**src/rtl/core/pidaw_pkg.sv**
```systemverilog
// shared types, constants and control store for the pid controller with anti-windup
`default_nettype none

package pidaw_pkg;

  // datapath widths
  localparam int DW   = 32;  // q16.16 data word
  localparam int IW   = 48;  // integral accumulator
  localparam int MW   = 33;  // multiplier operand
  localparam int PW   = 66;  // multiplier product
  localparam int AW   = 82;  // wide pid accumulator
  localparam int YW   = 46;  // tolerance product
  localparam int STW  = 4;   // microcode step index

  // configuration register indexes
  localparam logic [2:0] CFG_GAIN_P    = 3'd0;
  localparam logic [2:0] CFG_GAIN_I    = 3'd1;
  localparam logic [2:0] CFG_GAIN_D    = 3'd2;
  localparam logic [2:0] CFG_WRAP_MODE = 3'd3;
  localparam logic [2:0] CFG_INPUT_MIN = 3'd4;
  localparam logic [2:0] CFG_INPUT_MAX = 3'd5;
  localparam logic [2:0] CFG_DRIVE_MIN = 3'd6;
  localparam logic [2:0] CFG_DRIVE_MAX = 3'd7;

  // drive limit reset values, -1.0 and +1.0
  localparam logic [DW-1:0] DRIVE_MIN_RST = 32'hFFFF_0000;
  localparam logic [DW-1:0] DRIVE_MAX_RST = 32'h0001_0000;

  // on-target tolerance and scale constants
  localparam logic signed [MW-1:0] TOL_Q16  = 33'sd3277;
  localparam logic signed [MW-1:0] KX_SPAN  = 33'sd6553600;  // 100 * 65536
  localparam logic signed [MW-1:0] KX_UNIT  = 33'sd65536;

  typedef struct packed {
    logic [DW-1:0] gain_p;
    logic [DW-1:0] gain_i;
    logic [DW-1:0] gain_d;
    logic          wrap_mode;
    logic [DW-1:0] input_min;
    logic [DW-1:0] input_max;
    logic [DW-1:0] drive_min;
    logic [DW-1:0] drive_max;
  } cfg_t;

  // multiplier operand a select
  typedef enum logic [2:0] {
    OPA_SPAN,
    OPA_CAND_LO,
    OPA_CAND_HI,
    OPA_ABS_E,
    OPA_E,
    OPA_INT_LO,
    OPA_INT_HI,
    OPA_EDIF
  } opa_t;

  // multiplier operand b select
  typedef enum logic [2:0] {
    OPB_TOL,
    OPB_GI,
    OPB_GP,
    OPB_GD,
    OPB_KX
  } opb_t;

  // accumulator operation
  typedef enum logic [2:0] {
    ACC_HOLD,
    ACC_LOAD,
    ACC_ADD,
    ACC_ADDSH,
    ACC_CLR
  } acc_op_t;

  typedef logic [STW-1:0] step_t;

  // one control word
  typedef struct packed {
    opa_t    opa;
    opb_t    opb;
    logic    mul_en;
    acc_op_t acc_op;
    logic    err_ld;
    logic    cand_ld;
    logic    y_ld;
    logic    chk;
    logic    fin;
    step_t   jmp;
  } ctl_t;

  // step addresses
  localparam step_t ST_ERR     = 4'd0;
  localparam step_t ST_CAND    = 4'd1;
  localparam step_t ST_TI_LO   = 4'd2;
  localparam step_t ST_TI_HI   = 4'd3;
  localparam step_t ST_TOL_X   = 4'd4;
  localparam step_t ST_CHK     = 4'd5;
  localparam step_t ST_OI_HI   = 4'd6;
  localparam step_t ST_OI_LO   = 4'd7;
  localparam step_t ST_GD      = 4'd8;
  localparam step_t ST_SUM     = 4'd9;
  localparam step_t ST_FIN     = 4'd10;

  localparam ctl_t CTL_NOP = '{OPA_SPAN, OPB_TOL, 1'b0, ACC_HOLD,
                               1'b0, 1'b0, 1'b0, 1'b0, 1'b0, ST_ERR};

  // control store: one word per step
  function automatic ctl_t ucode_rom(input step_t s);
    ctl_t w;
    w = CTL_NOP;
    unique case (s)
      // wrap and saturate the error
      ST_ERR:   w = '{OPA_SPAN, OPB_TOL, 1'b0, ACC_HOLD,
                      1'b1, 1'b0, 1'b0, 1'b0, 1'b0, ST_ERR};
      // candidate integral, tolerance product
      ST_CAND:  w = '{OPA_SPAN, OPB_TOL, 1'b1, ACC_HOLD,
                      1'b0, 1'b1, 1'b0, 1'b0, 1'b0, ST_ERR};
      // candidate times gain_i, low half
      ST_TI_LO: w = '{OPA_CAND_LO, OPB_GI, 1'b1, ACC_HOLD,
                      1'b0, 1'b0, 1'b1, 1'b0, 1'b0, ST_ERR};
      ST_TI_HI: w = '{OPA_CAND_HI, OPB_GI, 1'b1, ACC_LOAD,
                      1'b0, 1'b0, 1'b0, 1'b0, 1'b0, ST_ERR};
      // scaled error magnitude for the on-target test
      ST_TOL_X: w = '{OPA_ABS_E, OPB_KX, 1'b1, ACC_ADDSH,
                      1'b0, 1'b0, 1'b0, 1'b0, 1'b0, ST_ERR};
      // limit check: keep candidate product and skip, or restart with old integral
      ST_CHK:   w = '{OPA_E, OPB_GP, 1'b1, ACC_CLR,
                      1'b0, 1'b0, 1'b0, 1'b1, 1'b0, ST_GD};
      ST_OI_HI: w = '{OPA_INT_HI, OPB_GI, 1'b1, ACC_ADD,
                      1'b0, 1'b0, 1'b0, 1'b0, 1'b0, ST_ERR};
      ST_OI_LO: w = '{OPA_INT_LO, OPB_GI, 1'b1, ACC_ADDSH,
                      1'b0, 1'b0, 1'b0, 1'b0, 1'b0, ST_ERR};
      ST_GD:    w = '{OPA_EDIF, OPB_GD, 1'b1, ACC_ADD,
                      1'b0, 1'b0, 1'b0, 1'b0, 1'b0, ST_ERR};
      ST_SUM:   w = '{OPA_EDIF, OPB_GD, 1'b0, ACC_ADD,
                      1'b0, 1'b0, 1'b0, 1'b0, 1'b0, ST_ERR};
      ST_FIN:   w = '{OPA_EDIF, OPB_GD, 1'b0, ACC_HOLD,
                      1'b0, 1'b0, 1'b0, 1'b0, 1'b1, ST_ERR};
      default:  w = CTL_NOP;
    endcase
    return w;
  endfunction

endpackage

`default_nettype wire

```
**src/rtl/core/pidaw_seq.sv**
```systemverilog
// microcode sequencer: step counter, control store and conditional jump
`default_nettype none

module pidaw_seq
  import pidaw_pkg::*;
(
  input  wire logic clk,
  input  wire logic rst_n,
  input  wire logic start,
  input  wire logic out_free,
  input  wire logic lim_in,
  output logic      busy,
  output ctl_t      ctl
);

  logic  busy_r, busy_nxt;
  step_t step_r, step_nxt;
  ctl_t  rom_w;
  logic  hold;

  assign rom_w = ucode_rom(step_r);

  // last step waits for a free output slot
  assign hold = rom_w.fin && !out_free;
  assign ctl  = (busy_r && !hold) ? rom_w : CTL_NOP;
  assign busy = busy_r;

  // next step
  always_comb begin
    busy_nxt = busy_r;
    step_nxt = step_r;
    if (!busy_r) begin
      if (start) begin
        busy_nxt = 1'b1;
        step_nxt = ST_ERR;
      end
    end else if (rom_w.fin) begin
      if (out_free) begin
        busy_nxt = 1'b0;
        step_nxt = ST_ERR;
      end
    end else if (rom_w.chk && lim_in) begin
      step_nxt = rom_w.jmp;
    end else begin
      step_nxt = step_r + 1'b1;
    end
  end

  always_ff @(posedge clk) begin
    if (!rst_n) begin
      busy_r <= 1'b0;
      step_r <= ST_ERR;
    end else begin
      busy_r <= busy_nxt;
      step_r <= step_nxt;
    end
  end

endmodule

`default_nettype wire

```
**config.mk**
```make
export PLATFORM = sky130hd
export DESIGN_NAME = pidaw_seq
export DESIGN_NICKNAME = d
export VERILOG_FILES = /design/src/rtl/core/pidaw_pkg.sv /design/src/rtl/core/pidaw_seq.sv
export SDC_FILE = /design/constraint.sdc
export NUM_CORES = 1
export LEC_CHECK = 0
export ABC_AREA = 1
export BUFFER_PORTS_ARGS = -buffer_cell sky130_fd_sc_hd__buf_2
export CAP_MARGIN = 40
export CORE_AREA = 3 3 49 51
export CTS_CLUSTER_SIZE = 30
export DETAILED_ROUTE_END_ITERATION = 16
export DIE_AREA = 0 0 52 54
export PLACE_DENSITY = 0.85
export SETUP_SLACK_MARGIN = 0.1
export SLEW_MARGIN = 20
export SYNTH_ARGS = -nofsm -noshare
export SYNTH_HDL_FRONTEND = slang
export SYNTH_SLANG_ARGS = --single-unit
export TNS_END_PERCENT = 50
```
**constraint.sdc**
```tcl
create_clock -name clk -period 2.4 [get_ports clk]
set_input_delay 0.12 -clock clk [delete_from_list [all_inputs] [get_ports clk]]
set_output_delay 0.12 -clock clk [all_outputs]
set_load 0.05 [all_outputs]
```
Word level (Yosys, flattened, before mapping)
Memory sizes are Yosys's and may differ from the RTL's. A register that Yosys moved wholly into a read port is not among the register bits.
Cells that the tools add are included.
{"block": "totals", "register_bits": 5, "rom_bits": 256, "in_bits": 5, "out_inout_bits": 20, "word_cells": 24, "n_memories": 1}
{"block": "op_classes", "n_addsub": 1, "eq_ne": 1, "mux": 12, "reduce_logical": 7}
{"name": "(name not given)", "depth": 16, "width": 16, "read_ports": 1, "rd_ports_with_merged_regs": 1, "wr": 0, "line": "pidaw_pkg.sv:111", "text": "unique case (s)"}
{"op": "$mux 4", "n": 7}
{"op": "$mux 19", "n": 1}
{"op": "$add 4x1->4 const B", "n": 1}
{"op": "$mux 1", "n": 4}
{"op": "$logic_and 1x1->1", "n": 3}
{"op": "$ne 3x3->1 const B", "n": 1}
{"op": "$logic_not 1->1", "n": 2}
{"op": "$reduce_and 2->1", "n": 1}
{"op": "$reduce_bool 2->1", "n": 1}

Depth between registers and ports, before layout
Gate-level depths: netlist (run 1).
{"block": "logic_depth", "word_depth": 6, "depth_mapped": 13}

Least setup slack after synthesis (run 1)
Ideal clock, no wire load.
{"block": "synth_timing", "path_type": "flip-flop to output port", "from": "register busy_r (netlist: busy)", "to": "output ctl[11] in the netlist's numbering", "t_arrival_ns": 2.232, "required_time_ns": 2.280, "path_slack_ns": 0.048, "path_stages_with_launch": 7, "n_path_buf": 2, "cell_sequence": "dfxtp_1 nand2_1 nand2_1 inv_1 buf_2 nor2_1 buf_4"}
{"item": "start: declaration", "line": "pidaw_seq.sv:16", "text": "logic busy_r, busy_nxt;"}
{"item": "start signal: assignment", "line": "pidaw_seq.sv:54", "text": "busy_r <= busy_nxt;"}
{"item": "end: declaration", "line": "pidaw_seq.sv:13", "text": "output ctl_t ctl"}

Worst setup path in the final report (run 1)
{"block": "layout_timing", "from": "register busy_r (netlist: busy)", "to": "register, netlist name rom_w[16]"}
{"block": "layout_via", "elab_chain_len": 4, "elab_cells_between_ends": 6}
{"item": "$ne 3x3->1 (no line) or $reduce_bool 2->1 (tied branches)"}
{"item": "$reduce_and 2->1 (no line)"}
{"item": "$mux 4 (no line) (*) (2 in series)"}
Mark *: on every way between the ends. The rest lies on a longest branch, timed or not.
A chain may end at the register's enable or synchronous reset.

==> reports/summary.txt, run 1 <==
===============================================================================================
Status ........................................................................... complete, no violations
Worst hold endpoint ..............................................................         busy
Cell depth of the worst flop-to-flop path ........................................           12
DRC violation count after routing ................................................            0
Initial DRC count ................................................................           19
Post-synthesis register bit count ................................................           19
Min-delay worst type .............................................................    in -> reg
Internal portion of total power ..................................................  0.0004160 W
Slew Viols, Final ................................................................            0
Antenna violations before repair .................................................            0
CTS root buffer ..................................................................     clkbuf_4
Count of mapped cells out of synthesis ...........................................          147
Area added between synthesis and finish ..........................................       9.473%
Summed negative setup slack over all endpoints ...................................         0 ns
Final antenna diode count ........................................................            0
Crit path kind ...................................................................   reg -> reg
Number of clock sinks ............................................................           19
Worst skew pair latency ..........................................................      0.30 ns
Placed Area ......................................................................     1144 µm²
Register-to-Register Setup Slack .................................................      0.64 ns
Total setup buffers inserted after CTS ...........................................            0
Sw frac ..........................................................................       32.11%
Maximum number of pins on one net before global-route repair .....................           14
Floorplan Core Area ..............................................................     1982 µm²
Shortest period the worst path allows ............................................     1.765 ns
Worst hold path stage count ......................................................            3
Number of buffers added by the clock tree synthesis step .........................            3
Half-perimeter wire length after placement .......................................      1649 µm
Final hold violation count .......................................................            0
Number of H-tree levels ..........................................................            1
Largest cells by area after synthesis ............................................ dfxtp_1, inv_1, nand2_1
Final setup fails ................................................................            0
Type of element launching the critical path ......................................     register
Post-layout worst setup margin ...................................................    0.6350 ns
Cell Area, Synth .................................................................     1070 µm²
Post-cts gate resize count .......................................................            0
Post-detailed-route count of antenna-violating nets ..............................            0
Die area .........................................................................     2808 µm²
Clock input transition at the sequential cells of the worst setup and hold paths .      0.11 ns
Post-synth top area cell .........................................................      dfxtp_1
Power density over the cells ..................................................... 523.3 nW/µm²
Post-route standard cell area excluding fillers ..................................     1171 µm²
Worst-path fanout max ............................................................            7
Reg-to-reg startpoint ............................................................         busy
Ranking of synthesized cells by instance count ................................... inv_1, nand2_1, dfxtp_1, nor2_1, nand3_1
Startpoint of the most critical setup path .......................................         busy
Final setup skew .................................................................  0.005687 ns
Relative contribution of sequential cells to total power .........................        54.4%
Ratio of cells with drive above 1 in the final layout ............................       29.34%
Unrepaired setup endpoints after global routing ..................................           no
Leakage power of the design ......................................................    0.6517 nW
NumNets Final ....................................................................          177
Router iterations before antenna repair ..........................................            4
Row count ........................................................................           16
Power share of the clock group ...................................................        27.1%
Total power after layout .........................................................  0.0006128 W
Final routed wirelength across all metal layers ..................................      2023 µm
Most used standard cell by instance count after synthesis ........................        inv_1
Hold wc startpoint ...............................................................        rst_n
Post-synthesis sequential area ratio .............................................       35.56%
All-layer global routing usage ...................................................       15.69%
Final weighted congestion in routability-driven placement ........................       0.8545
Number of buffers added on ports .................................................           21
Switching pwr ....................................................................  0.0001968 W
Chip Height ......................................................................        54 µm
Most used flip-flop cell after synthesis .........................................      dfxtp_1
Wire length of the first global-routing pass .....................................      3374 µm
Die Wd ...........................................................................        52 µm
Number of enable-type register cells in the synthesized netlist ..................            0
Setup WS pre-CTS .................................................................    0.6763 ns
Highest attainable clock frequency ...............................................   0.5666 GHz
Vias .............................................................................          908
Count of hold buffers inserted by post-cts repair ................................            0
Avg WL per Cell ..................................................................     10.43 µm
Post-synthesis area per instance .................................................    7.277 µm²
Sort of element at the end of the critical path ..................................     register
Clock tree buffer depth ..........................................................            2
Synth async-reset ratio ..........................................................           0%
Number of warnings reported in the yosys synthesis log ...........................            0
Number of I/O pins ...............................................................           25
Share of the synthesized area in the top cell type ...............................       35.56%
GRT overflow .....................................................................            0
Vias in the first global route ...................................................          853
Clock tree from TritonCTS ........................................................         done
Share of the cycle needed by the critical path after routing .....................       73.54%
Arrival @ worst endpoint .........................................................      1.96 ns
Final core utilization ...........................................................       59.09%
Worst-case vdd ir drop ...........................................................     246.6 µV
Max-capacitance violation count ..................................................            0
Number of distinct library cells after synthesis .................................           23
Reg-to-reg critical path endpoint ................................................    rom_w[16]
Worst EP required ................................................................      2.59 ns
Avg Vias per Cell ................................................................        4.680
Initial core utilization .........................................................       53.98%
Fraction of power consumed by combinational cells ................................        18.5%
===============================================================================================
-- worst max-delay path by stage --
| stage | slack, ns | cells after the start | to |
|---|---|---|---|
| after floorplan | 0.33 | 6 | ctl[11] |
| final | 0.64 | 12 | rom_w[16] |
| after CTS | 0.65 | 12 | rom_w[16] |
| after global routing | 0.47 | 12 | rom_w[16] |
| after global placement | 0.79 | 12 | rom_w[16] |
| after detailed placement | 0.68 | 12 | rom_w[16] |
-- final cells by class --
class | instances | area (µm²)
Timing Repair Buffer | 21 | 105.1
Tap cell | 27 | 33.78
Clock inverter | 1 | 5.005
Multi-Input combinational cell | 90 | 500.5
Clock buffer | 3 | 22.52
Sequential cell | 19 | 380.4
Fill cell | 173 | 810.8
Inverter | 33 | 123.9
-- worst max-delay path: stages (launching register included) --
cell and delay (ns):
dfxtp_1 0.43, inv_2 0.09, nor2_4 0.15, nand3_1 0.09, nand2_1 0.09, nand3_2 0.14, inv_1 0.15, ha_1 0.19
inv_1 0.04, nand2_1 0.05, inv_1 0.06, nand2_4 0.08, nand3_1 0.08
-- stage by stage --
step                      std cells  hold slack [ns]
after global routing            194           0.1565
final                           194           0.1341
after global placement          190           0.4604
after CTS                       194           0.1307
after detailed placement        190           0.4576
after floorplan                 149           0.3541
-- flip-flops by register name, indices dropped and copies added, names as in the netlist --
register  count
rom_w        14
step_r        4
busy          1
-- cells in the final DEF (no fill, tap or decap), drive strengths merged --
cell,n
a21oi,1
buf,21
clkbuf,3
clkinv,1
conb,3
dfxtp,19
ha,4
inv,33
nand2,39
nand3,14
nand4,1
nor2,23
nor3,1
o21ai,4
-- layer usage --
layer	GRT usage, %	share of wire (%)	routed length, µm	up-vias
li1	-	-	-	462
met1	16.89	41	836	410
met2	30.33	51	1039	32
met3	1.939	5.8	117	4
met4	6.987	1.4	29	0
met5	0	0	0	-
-- kinds of logic (layout without fill, tap and decap cells) --
family	count (synthesis)	in the layout	share of synthesized area [%]
and+or+nand+nor	78	78	37.08
buffers and inverters	40	58	18.60
DFF	19	19	35.56
AOI/OAI and AO/OA	5	5	3.743
adders and majority gates	4	4	4.679
other	1	3	0.3505
-- power by group through the flow --
stage	Clock (W)	Sequential, W	Combinational [W]
final	0.000166	0.000334	0.000113
after global routing	0.000172	0.000335	0.000125
after CTS	0.000167	0.000334	0.000113
after detailed placement	0	0.000341	0.000113
after global placement	0	0.000340	0.000109
after floorplan	0	0.000343	0.0000986
Power figures use the tool's default switching activity.
==> run 2, diff against run 1 <==
- CORE_AREA: 3 3 49 51 -> 3 3 52 54
- DIE_AREA: 0 0 52 54 -> 0 0 55 57
- PLACE_DENSITY: 0.85 -> 0.8
- clock period: 2.4 -> 1.6 ns (I/O delays scaled with it)
==> run 2 against run 1 <==
Net effect: worst setup slack worse by 0.63 ns; sequential power is 50% higher; combinational power up 130%; design area rose by 31%; maximum frequency increased by 11%; hold slack worse by 0.025 ns; core utilization rose by 8.9 points; sequential cell count is the same; global-route usage up 0.55 points; critical path type unchanged; largest cell class unchanged.
==> reports/summary.txt, run 2 (synthesized netlist as in run 1, its figures left out) <==
===============================================================================================
Status ........................................................................... complete, no violations   unchanged
Sw frac ..........................................................................       33.32%   was 32.11%
Final setup fails ................................................................            0   unchanged
Avg WL per Cell ..................................................................     12.80 µm   was 10.43 µm
Min-delay worst type .............................................................    in -> reg   unchanged
Arrival @ worst endpoint .........................................................      1.79 ns   was 1.96 ns
Clock tree from TritonCTS ........................................................         done   unchanged
Maximum number of pins on one net before global-route repair .....................           13   was 14
Floorplan Core Area ..............................................................     2255 µm²   was 1982 µm²
Switching pwr ....................................................................  0.0003381 W   was 0.0001968 W
Worst hold endpoint ..............................................................         busy   unchanged
Number of clock sinks ............................................................           19   unchanged
Antenna violations before repair .................................................            0   unchanged
Register-to-Register Setup Slack .................................................     0.004 ns   was 0.64 ns
# fillers ........................................................................          157   was 173
Initial DRC count ................................................................           28   was 19
GRT overflow .....................................................................            0   unchanged
Post-detailed-route count of antenna-violating nets ..............................            0   unchanged
Count of hold buffers inserted by post-cts repair ................................            0   unchanged
Slew Viols, Final ................................................................            0   unchanged
Max-capacitance violation count ..................................................            0   unchanged
Worst-case vdd ir drop ...........................................................     364.1 µV   was 246.6 µV
DRC violation count after routing ................................................            0   unchanged
Number of buffers added on ports .................................................           21   unchanged
Fraction of power consumed by combinational cells ................................        25.9%   was 18.5%
Flip-flop count of the largest register, all copies and words added ..............           14   unchanged
Reg-to-reg startpoint ............................................................         busy   unchanged
Number of buffers added by the clock tree synthesis step .........................            3   unchanged
Chip Height ......................................................................        57 µm   was 54 µm
Share of the cycle needed by the critical path after routing .....................       99.73%   was 73.54%
Initial core utilization .........................................................       47.45%   was 53.98%
Crit path kind ...................................................................   reg -> reg   unchanged
Worst hold path stage count ......................................................            3   unchanged
Sort of element at the end of the critical path ..................................     register   unchanged
Avg Vias per Cell ................................................................        4.857   was 4.680
Final hold violation count .......................................................            0   unchanged
Ratio of cells with drive above 1 in the final layout ............................       52.75%   was 29.34%
Final weighted congestion in routability-driven placement ........................       0.8850   was 0.8545
Number of H-tree levels ..........................................................            1   unchanged
Clock tree buffer depth ..........................................................            2   unchanged
Worst skew pair latency ..........................................................      0.31 ns   was 0.30 ns
Reg-to-reg critical path endpoint ................................................    rom_w[17]   was rom_w[16]
Post-layout worst setup margin ...................................................  0.004386 ns   was 0.6350 ns
Worst EP required ................................................................      1.80 ns   was 2.59 ns
Type of element launching the critical path ......................................     register   unchanged
Internal portion of total power ..................................................  0.0006765 W   was 0.0004160 W
Highest cell delay on the worst timing path ......................................      0.42 ns   was 0.43 ns
Power share of the clock group ...................................................        24.7%   was 27.1%
Final antenna diode count ........................................................            0   unchanged
Row count ........................................................................           17   was 16
Tightest hold margin .............................................................    0.1086 ns   was 0.1341 ns
Shortest period the worst path allows ............................................     1.596 ns   was 1.765 ns
Setup WS pre-CTS ................................................................. -0.006118 ns   was 0.6763 ns
Unrepaired setup endpoints after global routing ..................................          yes   was no
Vias in the first global route ...................................................          887   was 853
Router iterations before antenna repair ..........................................            4   unchanged
Cell type group with the largest total delay on the critical path ................ simple AND/OR/NAND/NOR gates   unchanged
Clock input transition at the sequential cells of the worst setup and hold paths .      0.11 ns   about the same
Cell depth of the worst flop-to-flop path ........................................           12   unchanged
Critical path's slowest cell .....................................................      dfxtp_4   was dfxtp_1
Die Wd ...........................................................................        55 µm   was 52 µm
Final routed wirelength across all metal layers ..................................      2688 µm   was 2023 µm
Area added between synthesis and finish ..........................................       43.27%   was 9.473%
Power density over the cells ..................................................... 662.0 nW/µm²   was 523.3 nW/µm²
Commonest cells after routing, fill and taps aside ............................... inv_1, nand2_1, dfxtp_1   was inv_1, nand2_1, buf_2
Half-perimeter wire length after placement .......................................      1635 µm   was 1649 µm
All-layer global routing usage ...................................................       16.24%   was 15.69%
Vias .............................................................................         1020   was 908
Wire length of the first global-routing pass .....................................      3670 µm   was 3374 µm
Leakage power of the design ......................................................    0.7586 nW   was 0.6517 nW
Relative contribution of sequential cells to total power .........................        49.5%   was 54.4%
CTS root buffer ..................................................................     clkbuf_4   unchanged
Die area .........................................................................     3135 µm²   was 2808 µm²
Final setup skew .................................................................  0.006417 ns   was 0.005687 ns
NumNets Final ....................................................................          192   was 177
Worst path buffer plus inverter count ............................................            4   unchanged
Worst-path fanout max ............................................................            5   was 7
Hold wc startpoint ...............................................................        rst_n   unchanged
Ordered cell list for the critical path .......................................... inv_4 -> nor2_4 -> nand3_1 -> nand2_2 -> nand2_4 -> inv_4 -> ha_4 -> inv_2 -> nand2_1 -> inv_2 -> nand2_4 -> nand3_1   was inv_2 -> nor2_4 -> nand3_1 -> nand2_1 -> nand3_2 -> inv_1 -> ha_1 -> inv_1 -> nand2_1 -> inv_1 -> nand2_4 -> nand3_1
Total power after layout .........................................................   0.001015 W   was 0.0006128 W
Highest attainable clock frequency ...............................................   0.6267 GHz   was 0.5666 GHz
Number of I/O pins ...............................................................           25   unchanged
===============================================================================================
==> run 2: changes by cell type in the layout (fill, tap and decap cells not counted), sizes merged <==
cell	change
buf	+15
clkinvlp	+1
inv	-1
==> run 2: layer usage <==
layer / vias to the layer above / track usage (%) / wire length [µm]
li1: 498 / - / -
met1: 479 / 18.34 / 1069
met2: 38 / 27.36 / 1448
met3: 5 / 2.611 / 112
met4: 0 / 10.07 / 57
met5: - / 0 / 0
==> run 2: repair_timing <==
action	in CTS	in global routing
endpoints found under the hold margin	0	0
endpoints found under the setup margin	21	23
pin swaps	2	8
gates resized for setup	41	21
setup buffers	7	7
==> run 2: final cells by class <==
type	instances	area, µm²	share of cell area [%]
Sequential cell	19	390.4	25.47
Multi-Input combinational cell	90	611.8	39.92
Clock inverter	1	5.005	0.3265
Clock buffer	3	22.52	1.469
Inverter	33	137.6	8.980
Tap cell	28	35.03	2.286
Timing Repair Buffer	36	330.3	21.55
==> run 2: worst max-delay path by stage <==
stage / startpoint / endpoint / slack [ns] / cells after the start
2_1_floorplan: busy / rom_w[16] / 0.07 / 12
3_3_place_gp: step_r[0] / rom_w[17] / 0.05 / 11
3_5_place_dp: step_r[0] / rom_w[17] / -0.006 / 11
4_1_cts: step_r[1] / rom_w[17] / 0.08 / 11
5_1_grt: busy / rom_w[12] / -0.05 / 9
6_report: busy / rom_w[17] / 0.004 / 12
==> run 2: through the flow <==
stage | cells | util [%] | area, µm² | TNS (ns)
2_1_floorplan | 149 | - | 1141 | 0
3_3_place_gp | 192 | 53.39 | 1204 | 0
3_5_place_dp | 192 | 53.39 | 1204 | -0.006118
4_1_cts | 203 | 62.15 | 1401 | 0
5_1_grt | 210 | 67.98 | 1533 | -0.1680
6_report | 210 | 67.98 | 1533 | 0
==> run 2: worst min-delay path, stage by stage <==
cell     delay (ns)
buf_2          0.18
nand2_1        0.09
nor2_1         0.03
==> run 2: power by group through the flow <==
stage          Combinational, W  Sequential, W  Clock (W)
5_1_grt                0.000279       0.000504   0.000277
4_1_cts                0.000222       0.000501   0.000253
3_3_place_gp           0.000178       0.000510          0
2_1_floorplan          0.000160       0.000515          0
6_report               0.000263       0.000502   0.000250
3_5_place_dp           0.000183       0.000512          0
